### config.mk
export PLATFORM = sky130hd
export DESIGN_NAME = integer_to_roman_numeral
export DESIGN_NICKNAME = d
export VERILOG_FILES = /design/src/hdl/i2r_pkg.sv /design/src/hdl/i2r_front.sv /design/src/hdl/i2r_queue.sv /design/src/hdl/i2r_back.sv /design/src/hdl/integer_to_roman_numeral.sv
export SDC_FILE = /design/constraint.sdc
export NUM_CORES = 1
export LEC_CHECK = 0
export BUFFER_PORTS_ARGS = -buffer_cell sky130_fd_sc_hd__buf_2
export CAP_MARGIN = 20
export CORE_MARGIN = 4
export CORE_UTILIZATION = 58
export CTS_BUF_LIST = sky130_fd_sc_hd__clkbuf_4 sky130_fd_sc_hd__clkbuf_8
export DETAILED_ROUTE_END_ITERATION = 10
export PLACE_DENSITY = 0.79
export SYNTH_ARGS = -nofsm -noshare
export SYNTH_HDL_FRONTEND = slang
export SYNTH_SLANG_ARGS = --single-unit
### constraint.sdc
create_clock -name clk -period 3.9 [get_ports clk]
set_clock_uncertainty 0.1 [all_clocks]
set_input_delay 0.39 -clock clk [delete_from_list [all_inputs] [get_ports clk]]
set_output_delay 0.39 -clock clk [all_outputs]
set_load 0.02 [all_outputs]
### src/hdl/i2r_pkg.sv
// ----------------------------------------------------------------------------
// i2r_pkg
// shared types, letter codes and numeral helpers for the roman numeral block
// ----------------------------------------------------------------------------
`default_nettype none

package i2r_pkg;

  localparam int SYM_W = 7;
  localparam int DIG_W = 4;
  localparam int NUM_PLACES = 4;
  localparam int VALUE_W = 12;

  localparam logic [VALUE_W-1:0] VALUE_MIN = 12'd1;
  localparam logic [VALUE_W-1:0] VALUE_MAX = 12'd3999;

  localparam logic [SYM_W-1:0] SYM_NONE = 7'h00;
  localparam logic [SYM_W-1:0] SYM_I = 7'h49;
  localparam logic [SYM_W-1:0] SYM_V = 7'h56;
  localparam logic [SYM_W-1:0] SYM_X = 7'h58;
  localparam logic [SYM_W-1:0] SYM_L = 7'h4c;
  localparam logic [SYM_W-1:0] SYM_C = 7'h43;
  localparam logic [SYM_W-1:0] SYM_D = 7'h44;
  localparam logic [SYM_W-1:0] SYM_M = 7'h4d;

  // decimal places, thousands on top
  localparam logic [1:0] PLACE_UNITS = 2'd0;
  localparam logic [1:0] PLACE_TENS = 2'd1;
  localparam logic [1:0] PLACE_HUNDREDS = 2'd2;
  localparam logic [1:0] PLACE_THOUSANDS = 2'd3;

  typedef logic [NUM_PLACES-1:0][DIG_W-1:0] digits_t;

  // one classified item between front and back
  typedef struct packed {
    logic    err;
    digits_t digit;
  } entry_t;

  // number of characters a digit produces at a place
  function automatic logic [2:0] char_len(input logic [1:0] place, input logic [3:0] d);
    logic [2:0] n;
    n = 3'd0;
    if (place == PLACE_THOUSANDS) begin
      n = d[2:0];
    end else begin
      case (d)
        4'd0: n = 3'd0;
        4'd1: n = 3'd1;
        4'd2: n = 3'd2;
        4'd3: n = 3'd3;
        4'd4: n = 3'd2;
        4'd5: n = 3'd1;
        4'd6: n = 3'd2;
        4'd7: n = 3'd3;
        4'd8: n = 3'd4;
        4'd9: n = 3'd2;
        default: n = 3'd0;
      endcase
    end
    return n;
  endfunction

  // character at position pos of a digit's run
  function automatic logic [SYM_W-1:0] char_at(input logic [1:0] place, input logic [3:0] d,
                                               input logic [1:0] pos);
    logic [SYM_W-1:0] one;
    logic [SYM_W-1:0] five;
    logic [SYM_W-1:0] ten;
    logic [SYM_W-1:0] ch;
    one = SYM_M;
    five = SYM_NONE;
    ten = SYM_NONE;
    case (place)
      PLACE_UNITS: begin
        one = SYM_I; five = SYM_V; ten = SYM_X;
      end
      PLACE_TENS: begin
        one = SYM_X; five = SYM_L; ten = SYM_C;
      end
      PLACE_HUNDREDS: begin
        one = SYM_C; five = SYM_D; ten = SYM_M;
      end
      default: begin
        one = SYM_M; five = SYM_NONE; ten = SYM_NONE;
      end
    endcase
    if (place == PLACE_THOUSANDS || d < 4'd4) begin
      ch = one;
    end else if (d == 4'd4) begin
      ch = (pos == 2'd0) ? one : five;
    end else if (d < 4'd9) begin
      ch = (pos == 2'd0) ? five : one;
    end else begin
      ch = (pos == 2'd0) ? one : ten;
    end
    return ch;
  endfunction

endpackage

`default_nettype wire

### src/hdl/i2r_front.sv
// ----------------------------------------------------------------------------
// i2r_front
// two-stage range check and decimal digit split feeding the item queue
// ----------------------------------------------------------------------------
`default_nettype none

module i2r_front (
  input  wire logic                clk,
  input  wire logic                rst_n,
  input  wire logic                in_valid,
  output logic                     in_stall,
  input  wire logic [11:0]         in_value,
  input  wire logic                q_full,
  output logic                     q_push,
  output i2r_pkg::entry_t          q_entry
);

  // digit of r at weight w, r below ten times w
  function automatic logic [3:0] dec_digit(input logic [11:0] r, input logic [15:0] w);
    logic [3:0] d;
    d = 4'd0;
    for (int k = 1; k <= 9; k++) begin
      if ({4'd0, r} >= 16'(k) * w) d = 4'(k);
    end
    return d;
  endfunction

  logic        s1_v_r, s1_v_nxt;
  logic        s1_err_r;
  logic [3:0]  s1_th_r;
  logic [9:0]  s1_rem_r;
  logic        s2_v_r, s2_v_nxt;
  logic        s2_err_r;
  logic [3:0]  s2_th_r;
  logic [3:0]  s2_hun_r;
  logic [6:0]  s2_rem_r;

  logic        s1_ready, s2_ready;
  logic [3:0]  th, hun, tens;
  logic [15:0] rem1, rem2, rem3;

  assign s2_ready = !s2_v_r || !q_full;
  assign s1_ready = !s1_v_r || s2_ready;
  assign in_stall = !s1_ready;
  assign q_push   = s2_v_r && !q_full;

  always_comb begin
    th   = dec_digit(in_value, 16'd1000);
    rem1 = {4'd0, in_value} - 16'(th) * 16'd1000;
    hun  = dec_digit({2'd0, s1_rem_r}, 16'd100);
    rem2 = {6'd0, s1_rem_r} - 16'(hun) * 16'd100;
    tens = dec_digit({5'd0, s2_rem_r}, 16'd10);
    rem3 = {9'd0, s2_rem_r} - 16'(tens) * 16'd10;
  end

  always_comb begin
    q_entry.err = s2_err_r;
    q_entry.digit[i2r_pkg::PLACE_THOUSANDS] = s2_th_r;
    q_entry.digit[i2r_pkg::PLACE_HUNDREDS]  = s2_hun_r;
    q_entry.digit[i2r_pkg::PLACE_TENS]      = tens;
    q_entry.digit[i2r_pkg::PLACE_UNITS]     = rem3[3:0];
  end

  always_comb begin
    s1_v_nxt = s1_ready ? in_valid : s1_v_r;
    s2_v_nxt = s2_ready ? s1_v_r : s2_v_r;
  end

  always_ff @(posedge clk) begin
    if (!rst_n) begin
      s1_v_r <= 1'b0;
      s2_v_r <= 1'b0;
    end else begin
      s1_v_r <= s1_v_nxt;
      s2_v_r <= s2_v_nxt;
    end
  end

  always_ff @(posedge clk) begin
    if (s1_ready) begin
      s1_err_r <= (in_value < i2r_pkg::VALUE_MIN) || (in_value > i2r_pkg::VALUE_MAX);
      s1_th_r  <= th;
      s1_rem_r <= rem1[9:0];
    end
    if (s2_ready) begin
      s2_err_r <= s1_err_r;
      s2_th_r  <= s1_th_r;
      s2_hun_r <= hun;
      s2_rem_r <= rem2[6:0];
    end
  end

endmodule

`default_nettype wire

### src/hdl/i2r_queue.sv
// ----------------------------------------------------------------------------
// i2r_queue
// small fifo of classified items between front and back
// ----------------------------------------------------------------------------
`default_nettype none

module i2r_queue #(
  parameter int DEPTH = 4
) (
  input  wire logic             clk,
  input  wire logic             rst_n,
  input  wire logic             push,
  input  wire i2r_pkg::entry_t  push_entry,
  output logic                  full,
  input  wire logic             pop,
  output logic                  head_valid,
  output i2r_pkg::entry_t       head
);

  localparam int PW = (DEPTH > 1) ? $clog2(DEPTH) : 1;
  localparam int CW = $clog2(DEPTH + 1);

  i2r_pkg::entry_t mem_r [DEPTH];
  logic [PW-1:0]   wr_ptr_r, wr_ptr_nxt;
  logic [PW-1:0]   rd_ptr_r, rd_ptr_nxt;
  logic [CW-1:0]   cnt_r, cnt_nxt;
  logic            do_push, do_pop;

  assign full       = (cnt_r == CW'(DEPTH));
  assign head_valid = (cnt_r != '0);
  assign head       = mem_r[rd_ptr_r];
  assign do_push    = push && !full;
  assign do_pop     = pop && head_valid;

  always_comb begin
    wr_ptr_nxt = wr_ptr_r;
    rd_ptr_nxt = rd_ptr_r;
    cnt_nxt    = cnt_r;
    if (do_push) begin
      wr_ptr_nxt = (wr_ptr_r == PW'(DEPTH - 1)) ? '0 : wr_ptr_r + 1'b1;
    end
    if (do_pop) begin
      rd_ptr_nxt = (rd_ptr_r == PW'(DEPTH - 1)) ? '0 : rd_ptr_r + 1'b1;
    end
    if (do_push && !do_pop) begin
      cnt_nxt = cnt_r + 1'b1;
    end else if (do_pop && !do_push) begin
      cnt_nxt = cnt_r - 1'b1;
    end
  end

  always_ff @(posedge clk) begin
    if (!rst_n) begin
      wr_ptr_r <= '0;
      rd_ptr_r <= '0;
      cnt_r    <= '0;
    end else begin
      wr_ptr_r <= wr_ptr_nxt;
      rd_ptr_r <= rd_ptr_nxt;
      cnt_r    <= cnt_nxt;
    end
  end

  always_ff @(posedge clk) begin
    if (do_push) begin
      mem_r[wr_ptr_r] <= push_entry;
    end
  end

endmodule

`default_nettype wire

### src/hdl/i2r_back.sv
// ----------------------------------------------------------------------------
// i2r_back
// character sequencer: walks one item's digits, one character per unstalled cycle
// ----------------------------------------------------------------------------
`default_nettype none

module i2r_back (
  input  wire logic             clk,
  input  wire logic             rst_n,
  input  wire logic             head_valid,
  input  wire i2r_pkg::entry_t  head,
  output logic                  pop,
  output logic                  out_valid,
  input  wire logic             out_stall,
  output logic [6:0]            out_symbol,
  output logic                  out_last,
  output logic                  out_error
);

  logic             act_r, act_nxt;
  logic             err_r;
  i2r_pkg::digits_t dig_r;
  logic [1:0]       place_r;
  logic [1:0]       pos_r;
  logic             out_valid_r, out_valid_nxt;
  logic [6:0]       out_symbol_r;
  logic             out_last_r;
  logic             out_error_r;

  logic             cur_valid, cur_err;
  i2r_pkg::digits_t cur_dig;
  logic [1:0]       cur_place, cur_pos, head_place, low_place;
  logic [3:0]       d;
  logic [2:0]       len;
  logic             dig_end, has_lower, is_last, fire;
  logic [6:0]       sym;

  // highest place holding a nonzero digit
  always_comb begin
    head_place = i2r_pkg::PLACE_UNITS;
    for (int p = 0; p < i2r_pkg::NUM_PLACES; p++) begin
      if (head.digit[p] != '0) head_place = 2'(p);
    end
  end

  always_comb begin
    if (act_r) begin
      cur_err   = err_r;
      cur_dig   = dig_r;
      cur_place = place_r;
      cur_pos   = pos_r;
    end else begin
      cur_err   = head.err;
      cur_dig   = head.digit;
      cur_place = head_place;
      cur_pos   = 2'd0;
    end
    cur_valid = act_r || head_valid;
    d         = cur_dig[cur_place];
    len       = i2r_pkg::char_len(cur_place, d);
    dig_end   = ({1'b0, cur_pos} == len - 3'd1);
    sym       = cur_err ? i2r_pkg::SYM_NONE : i2r_pkg::char_at(cur_place, d, cur_pos);
  end

  // next nonzero digit below the current place
  always_comb begin
    has_lower = 1'b0;
    low_place = i2r_pkg::PLACE_UNITS;
    for (int p = 0; p < i2r_pkg::NUM_PLACES - 1; p++) begin
      if (2'(p) < cur_place && cur_dig[p] != '0) begin
        has_lower = 1'b1;
        low_place = 2'(p);
      end
    end
  end

  always_comb begin
    fire          = cur_valid && (!out_valid_r || !out_stall);
    is_last       = cur_err || (dig_end && !has_lower);
    pop           = fire && !act_r;
    act_nxt       = fire ? !is_last : act_r;
    out_valid_nxt = fire ? 1'b1 : (out_stall ? out_valid_r : 1'b0);
  end

  always_ff @(posedge clk) begin
    if (!rst_n) begin
      act_r       <= 1'b0;
      out_valid_r <= 1'b0;
    end else begin
      act_r       <= act_nxt;
      out_valid_r <= out_valid_nxt;
    end
  end

  always_ff @(posedge clk) begin
    if (fire) begin
      err_r        <= cur_err;
      dig_r        <= cur_dig;
      place_r      <= dig_end ? low_place : cur_place;
      pos_r        <= dig_end ? 2'd0 : cur_pos + 2'd1;
      out_symbol_r <= sym;
      out_last_r   <= is_last;
      out_error_r  <= cur_err;
    end
  end

  assign out_valid  = out_valid_r;
  assign out_symbol = out_symbol_r;
  assign out_last   = out_last_r;
  assign out_error  = out_error_r;

endmodule

`default_nettype wire

### src/hdl/integer_to_roman_numeral.sv
// path: an accepted item passes both front stages, the queue and the output register
// throughput: one character per cycle while out_stall is low; an item's numeral has
//   from 1 to 15 characters, with no gap between consecutive items
// the character sequencer's single output register sets that rate
// reset: rst_n low at a clock edge empties the front stages, the queue and the output
// ----------------------------------------------------------------------------
// integer_to_roman_numeral
// converts a 12-bit integer into its roman numeral, one ascii character per item
// ----------------------------------------------------------------------------
`default_nettype none

module integer_to_roman_numeral #(
  parameter int QUEUE_DEPTH = 4
) (
  input  wire logic        clk,
  input  wire logic        rst_n,
  // input channel
  input  wire logic        in_valid,
  output logic             in_stall,
  input  wire logic [11:0] in_value,
  // result channel
  output logic             out_valid,
  input  wire logic        out_stall,
  output logic [6:0]       out_symbol,
  output logic             out_last,
  output logic             out_error
);

  // front to queue
  logic            q_full;
  logic            q_push;
  i2r_pkg::entry_t q_entry;

  // queue to back
  logic            q_pop;
  logic            q_head_valid;
  i2r_pkg::entry_t q_head;

  // front: range check plus thousands, hundreds, tens and units split,
  // two pipeline stages, stalls only when the queue is full
  i2r_front u_front (
    .clk      (clk),
    .rst_n    (rst_n),
    .in_valid (in_valid),
    .in_stall (in_stall),
    .in_value (in_value),
    .q_full   (q_full),
    .q_push   (q_push),
    .q_entry  (q_entry)
  );

  // short queue so a long numeral on the output does not hold up the front
  i2r_queue #(
    .DEPTH (QUEUE_DEPTH)
  ) u_queue (
    .clk        (clk),
    .rst_n      (rst_n),
    .push       (q_push),
    .push_entry (q_entry),
    .full       (q_full),
    .pop        (q_pop),
    .head_valid (q_head_valid),
    .head       (q_head)
  );

  // back: walks the digits, most significant first, skipping zero digits;
  // the first character of an item comes straight from the queue head,
  // which is popped at that moment, so items follow without a bubble
  i2r_back u_back (
    .clk        (clk),
    .rst_n      (rst_n),
    .head_valid (q_head_valid),
    .head       (q_head),
    .pop        (q_pop),
    .out_valid  (out_valid),
    .out_stall  (out_stall),
    .out_symbol (out_symbol),
    .out_last   (out_last),
    .out_error  (out_error)
  );

endmodule

`default_nettype wire

==> results.md, run 1 <==
- Hold path depth: 1
- Die width: 117 µm
- Slowest CP cell: mux4_2
- Worst-Margin Slew: 865 ps
- Largest net degree at the start of global routing: 29
- Clk buf depth: 2
- Reg2Reg Depth: 16
- Max_cap viols: 0
- Share of flip-flops with an asynchronous set or reset: 0%
- Top FF cell, synth: edfxtp_1
- Grt ovf: 0
- H-tree depth: 4
- Post-synthesis instance area: 6840 µm²
- Final core utilization: 68.6%
- Pint: between 0.004 and 0.005 W
- Worst-path cell chain: buf_6 -> buf_12 -> mux4_2 -> o41a_1 -> o22ai_2 -> buf_12 -> mux2_4 -> nand2_1 -> nor3_2 -> o21ai_1 -> o21a_1 -> ha_1 -> xor2_1 -> inv_1 -> o211a_1 -> mux2_4
- Logic gate share of total power: roughly half
- Share of total power in the clock network: 16.3%
- Die area: 13600 µm²
- Worst hold slack: 62.1 ps
- Clock buffer count from CTS: 17
- Req. time, crit path: around 4000 ps
- Pwr Density: 903 nW/µm²
- Post-synth cell types: 65
- VDD IR-drop max: 585 µV
- Routed vias: 4384
- Pleak: 3.14 nW
- WL final: 12600 µm
- # DRC: 0
- CTS clk-pin slew, worst paths: 80 ps
- Syn Nets: 584
- Number of flops mapped to enable cells by yosys: around 120
- Via-to-Cell Ratio: 5.79
- Clk sinks: 134
- Synth area leaders: edfxtp_1 53%, ha_1 5.9%, mux4_2 4.3%
- Worst skew pair latency: ~420 ps
- First-pass GRT wire length: between 20000 and 25000 µm
- Vias in the first global route: between 4000 and 5000
- Initial Util: 59.7%
- Post-detail-place hpwl: 8920 µm
- Synth area leader: edfxtp_1
- Status: finished, violations left
- Layout Nets: 654
- Flop pwr share: between 30% and 40%
- Failing checks: setup timing
- RSZ-0062 raised after global routing: yes
- Layout cells sized above 1: 22.1%
- Final hold vios: 0
- Element type at the critical path end: flip-flop
- WS Path Type: flip-flop to flip-flop
- Net switching power: 0.00265 W
- GRT Resource Usage Total: between 20% and 30%
- Hold WC Path Type: input port to flip-flop
- Die Y: roughly 120 µm
- Slowest stage delay, CP: 510 ps
- Pins Over Slew Limit: 0
- Setup Viol. Count Final: 1
- Placeable Area: 11500 µm²
- CTS tree: yes
- I/O Buffers: 25
- Final antenna-violating net count: 0
- Slew margin rel.: 42.3%
- FMAX: 0.253 GHz
- Post-layout minimum cycle time: 3950 ps
- Ant diodes: 0
- Fin crit share: 101%
- Flops & latches, synth: between 100 and 150
- DR pass1 iterations: 5
- Root Buffer: clkbuf_8
- Synth Instances: 531
- Seq/Total Area, Yosys: between 50% and 60%
- Wire per inst: roughly 17 µm
- Area growth from synthesis to layout: 15.0%
- Hold buffer count at cts: 0
- Ports: 27
- CP startpoint kind: flip-flop
- Switching part of the total power: between 30% and 40%
- Row cnt: 39
- GP Congestion: 0.890
- Critical path fanouts, max: 10
- Setup WS post-layout: -52.3 ps
- Number of DRC markers in iteration 0: 453
- Initial antenna violation count: 0
- Crit path arrival time: 4040 ps
- Top cell type's share of synthesized area: ~53%
- Yosys warning count: 0
- Syn avg cell area: roughly 13 µm²
critical path: cells and delay by family, from the launching register on:
family                     cells  cell delay (ps)
AOI/OAI and AO/OA              5             1090
buffers and inverters          4              480
and+or+nand+nor                2              130
adders and majority gates      1              230
xor gates and xnor gates       1              160
muxes                          3             1130
DFF                            1              400
metrics by stage:
stage / power, W / TNS [ps] / std cells / area, µm² / setup slack [ps]
after global routing: 0.00759 / -1120 / 757 / 7870 / -251
after floorplan: 0.00480 / 0 / 531 / 6860 / 8.64
after global placement: 0.00560 / -186 / 716 / 7330 / -109
after detailed placement: 0.00574 / -1030 / 716 / 7330 / -258
after CTS: 0.00704 / -108 / 755 / 7830 / -84.1
final: 0.00710 / -52.3 / 757 / 7870 / -52.3
power groups by stage:
stage | registers (W) | logic [W] | clock network (W)
4_1_cts | 0.00249 | 0.00338 | 0.00118
3_3_place_gp | 0.00249 | 0.00311 | 0
5_1_grt | 0.00255 | 0.00381 | 0.00123
2_1_floorplan | 0.00247 | 0.00233 | 0
3_5_place_dp | 0.00251 | 0.00323 | 0
6_report | 0.00250 | 0.00345 | 0.00115
routing by layer:
| metal | GRT usage (%) | vias up | part of all wire [%] |
|---|---|---|---|
| li1 | - | 2098 | - |
| met1 | 22.8 | 2111 | 40 |
| met2 | 36.7 | 139 | 53 |
| met3 | 4.09 | 36 | 4.5 |
| met4 | 8.49 | 0 | 2.4 |
| met5 | 0 | - | 0 |
area by class of cell:
class / instances / area [µm²]
clock buffer: 18 / 241
clock inverter: 14 / 159
tap: 143 / 179
sequential: 134 / 3900
inverter: 44 / 165
multi-input combinational: 337 / 2760
fill: 739 / 3600
timing repair buffer: 67 / 473
path summary, 6_finish.rpt:
check | start | end | slack (ps)
worst max-delay path | flip-flop | u_back.place_r[1]$_DFFE_PP_ | -50
worst min-delay path | in_value[2] | u_front.s1_rem_r[2]$_DFFE_PN_ | 60
worst max register to register | flip-flop | u_back.place_r[1]$_DFFE_PP_ | -50
worst min register to register | u_front.s1_th_r[2]$_DFFE_PN_ | u_front.s2_th_r[2]$_DFFE_PP_ | 330
sequential cells by signal (all words and copies together) (netlist names), named ones only:
name / count
u_back.act_r: 1
u_back.dig_r: 16
u_back.err_r: 1
u_back.out_last: 1
u_back.out_symbol: 6
u_back.out_valid: 1
u_back.place_r: 2
u_back.pos_r: 2
u_front.s1_err_r: 1
u_front.s1_rem_r: 10
u_front.s1_th_r: 3
u_front.s1_v_r: 1
u_front.s2_err_r: 1
u_front.s2_hun_r: 4
u_front.s2_rem_r: 7
u_front.s2_th_r: 3
u_front.s2_v_r: 1
u_queue.cnt_r: 3
u_queue.mem_r: 64
u_queue.rd_ptr_r: 2
u_queue.wr_ptr_r: 2
synth_stat cells, types with 11 or more instances:
library cell  instances
inv_1                43
mux2i_1              15
nand2_1              52
nor2_1               32
edfxtp_1            121
a31oi_1              11
o21ai_0              14
mux4_2               13
a21oi_1              27
dfxtp_1              13
xnor2_1              15
ha_1                 32
cells by family after synthesis:
kind of cell             count (synthesis)  share of synthesized area [%]
AND/OR/NAND/NOR                        136                           9.38
flip-flops                             134                           56.9
AO/OA/AOI/OAI                           94                           9.20
buffers and inverters                   60                           3.77
XOR/XNOR                                24                           3.07
adder cells (fa/ha/maj)                 38                           7.46
other                                    2                          0.110
multiplexers                            43                           10.1
placed cells by master, fill, tap and decap left out, types with 8 or more instances in the layout:
master    netlist  final
o21ai_0        14     12
nor2b_1         8      8
dfxtp_1        13     11
xnor2_1        15     15
xor2_1          9      9
nor2_1         32     30
a21oi_1        27     27
nand2_1        52     52
ha_1           32     32
buf_2           2     25
inv_1          43     43
mux2i_1        15     12
buf_4           1     38
and2_1          9      9
clkbuf_8        0     17
edfxtp_1      121    121
mux4_2         13     14
a31oi_1        11     11
repair_timing:
item,in CTS,in global routing
endpoints found under the hold margin,0,0
buffers inserted,7,2
setup endpoints to repair,6,6
gates resized for setup,9,7
pin swaps,3,2
No activity file was read; power rests on OpenSTA's default activity.
==> run 2, diff against run 1 <==
--- a/config.mk
+++ b/config.mk
@@ -11,7 +11,8 @@
 export CORE_UTILIZATION = 58
 export CTS_BUF_LIST = sky130_fd_sc_hd__clkbuf_4 sky130_fd_sc_hd__clkbuf_8
 export DETAILED_ROUTE_END_ITERATION = 10
-export PLACE_DENSITY = 0.79
+export PLACE_DENSITY = 0.78
 export SYNTH_ARGS = -nofsm -noshare
 export SYNTH_HDL_FRONTEND = slang
+export SYNTH_HIERARCHICAL = 1
 export SYNTH_SLANG_ARGS = --single-unit
==> run 2 against run 1 <==
The flow still finishes with violations (setup timing). Critical path type unchanged. Sequential share of layout area fell by 0.86 points. Highest routed layer unchanged. Cell count is 0.66% lower. Hold slack worse by 18 ps. Sequential power fell by 2%. Clock power hardly changed. Synthesized area increased by 3.3%. Maximum frequency shrank 13%. Worst setup slack got worse by 610 ps. Via count rose by 2.8%. Global-route usage decreased by 0.18 points.
==> results.md, run 2 <==
- Status: finished, violations left
- Failing checks: setup timing
- Commonest cells post-synth: 125 x edfxtp_1, 31 x inv_1, 30 x nand2_1
- Tot Pwr: around 0.0064 W
- Layout cells sized above 1: 31.7%
- R2R Setup Slk: -660 ps
- Post-synth cell types: 75
- Fillcell total: between 700 and 800
- Max_cap viols: 0
- Sequential cell area: about 4000 µm²
- Final antenna-violating net count: 0
- Synth area leaders: edfxtp_1 53%, ha_1 4.8%, dfxtp_1 3.7%
- Ports: 27
- Multi-input logic area: 2910 µm²
- Synth Instances: slightly above 500
- Max reg flops: 68
- Setup WS post-layout: -664 ps
- Req. time, crit path: 4000 ps
- Number of flops mapped to enable cells by yosys: ~130
- Die width: 118 µm
- Share of flip-flops with an asynchronous set or reset: 0%
- Post-detail-place hpwl: 9460 µm
- Top FF cell, synth: edfxtp_1
- Worst skew pair latency: 430 ps
- Row cnt: 40
- Top cell type's share of synthesized area: 53.1%
- Wire per inst: 17.5 µm
- Leading cell type in the layout, fill and taps excluded: edfxtp_1
- RSZ-0062 raised after global routing: yes
- Clock buffer count from CTS: 17
- Most frequent cell after synthesis: edfxtp_1
- Post-synthesis instance area: 7070 µm²
- Hold WC Path Type: input port to flip-flop
- DR pass1 iterations: 6
- Slowest CP cell: or4_4
- Flops & latches, synth: 138
- Routed vias: 4507
- # DRC: 0
- Most frequent cells in the layout: 125 x edfxtp_1, 52 x buf_4, 31 x inv_1
- Synth area leader: edfxtp_1
- Grt ovf: 0
- Critical path fanouts, max: 8
- Ant diodes: 0
- CP startpoint kind: flip-flop
- Setup WS pre-CTS: -767 ps
- Syn avg cell area: about 14 µm²
- Setup Viol. Count Final: 6
- Die area: 14000 µm²
- WL final: 13100 µm
- Worst-path cell chain: buf_6 -> mux4_2 -> or4_4 -> o31a_4 -> mux2i_2 -> mux2_4 -> buf_4 -> nand2_1 -> o32a_1 -> nor2_1 -> a21oi_1 -> ha_1 -> xnor2_2 -> and4_1 -> o21bai_2 -> mux2i_4 -> buf_4 -> a21o_1
- Initial antenna violation count: 0
- Worst-Margin Slew: 879 ps
- Post-layout minimum cycle time: 4560 ps
- Area after DPL: 7670 µm²
- Pwr Density: 774 nW/µm²
- I/O Buffers: 25
- Final hold vios: 0
- WS Path Type: flip-flop to flip-flop
- Most used cell, CP: buf_4
- Area growth from synthesis to layout: 16.8%
- Yosys warning count: 6
- Die Y: between 100 and 150 µm
- Root Buffer: clkbuf_8
- Seq/Total Area, Yosys: 56.8%
- GRT Resource Usage Total: between 15 and 20%
- Fin area: 8250 µm²
- Via-to-Cell Ratio: between 5 and 6
- GP Congestion: between 0.9 and 1
- Placeable Area: about 12000 µm²
- Initial Util: 59.1%
- Biggest regs: u_queue/mem_r: 68 flops, u_back/dig_r: 16 flops, u_front/s1_rem_r: 10 flops
- CTS tree: yes
- Element type at the critical path end: flip-flop
- Clk buf depth: 2
- Number of DRC markers in iteration 0: 419
- CTS clk-pin slew, worst paths: 80 ps
- Largest net degree at the start of global routing: 29
- Most flops, register: u_queue/mem_r
- H-tree depth: 4
- Final core utilization: 69.0%
- Pleak: between 3 and 4 nW
- Fin crit share: 117%
- VDD IR-drop max: 383 µV
- Pins Over Slew Limit: 0
- Crit path arrival time: roughly 4700 ps
- FMAX: about 0.22 GHz
- Vias in the first global route: 4687
- Layout Nets: 641
- Slowest stage delay, CP: 550 ps
- Clk sinks: 138
- Slew margin rel.: 41.4%
- First-pass GRT wire length: 22100 µm
- Total Neg Setup Slack: -3440 ps
[run 2: changes by cell type after synthesis, moves of 7 or more]
cell,before,now
nor3_1,9,2
inv_1,43,31
a31oi_1,11,3
mux2_2,5,18
nand2_1,52,30
nor2_1,32,21
[run 2: timing repair]
action                                  4_1_cts  5_1_grt
pin swaps                                     8        3
hold buffers                                  0        0
gates resized for setup                      21       15
endpoints found under the setup margin       12       12
setup buffers                                 6        1
[run 2: area by class of cell]
| class | count | share of cell area, % |
|---|---|---|
| sequential | 138 | 48.7 |
| clock inverter | 15 | 2.08 |
| inverter | 32 | 1.47 |
| tap | 147 | 2.23 |
| clock buffer | 17 | 2.83 |
| timing repair buffer | 85 | 7.44 |
| multi-input combinational | 318 | 35.3 |
[run 2: per-layer routing]
| layer | up-vias | track usage [%] | routed length, µm | part of all wire (%) |
|---|---|---|---|---|
| met4 | 0 | 7.89 | 376 | 2.9 |
| met2 | 130 | 35.7 | 7010 | 53 |
| li1 | 2118 | - | - | - |
| met5 | - | 0 | 0 | 0 |
| met1 | 2217 | 22.9 | 5200 | 40 |
| met3 | 42 | 4.93 | 537 | 4.1 |
[run 2: metrics by stage]
step | instances | hold slack (ps)
2_1_floorplan | 512 | 300
3_3_place_gp | 714 | 305
3_5_place_dp | 714 | 308
4_1_cts | 751 | 13.8
5_1_grt | 752 | 4.68
6_report | 752 | 44.2
[run 2: where the power goes]
part	switching, W	leakage (nW)	internal [W]
clock network	0.000546	0.200	0.000632
logic	0.00146	1.63	0.00131
registers	0.000232	1.30	0.00221
[run 2: cell families after synthesis]
| kind of cell | share of synthesized area (%) |
|---|---|
| other | 0.159 |
| and+or+nand+nor | 7.49 |
| buffers and inverters | 3.95 |
| adders and majority gates | 6.48 |
| DFF | 56.8 |
| AOI/OAI and AO/OA | 11.5 |
| xor gates and xnor gates | 2.23 |
| muxes | 11.4 |
[run 2: final timing paths]
path	cells after the start	to	startpoint
max	18	u_back/out_last$_DFFE_PP_	flip-flop
min reg2reg	0	u_front/s2_th_r[0]$_DFFE_PP_	u_front/s1_th_r[0]$_DFFE_PN_
min	1	u_front/s1_rem_r[0]$_DFFE_PN_	in_value[0]
max reg2reg	18	u_back/out_last$_DFFE_PP_	flip-flop
[run 2: critical path: cells and delay by family (launching register included)]
family          cells  cell delay [ps]
compound gates      5              950
xor+xnor            1              140
fa+ha+maj           1              310
buf+inv             3              450
flops               1              430
mux                 4             1050
simple gates        4              880
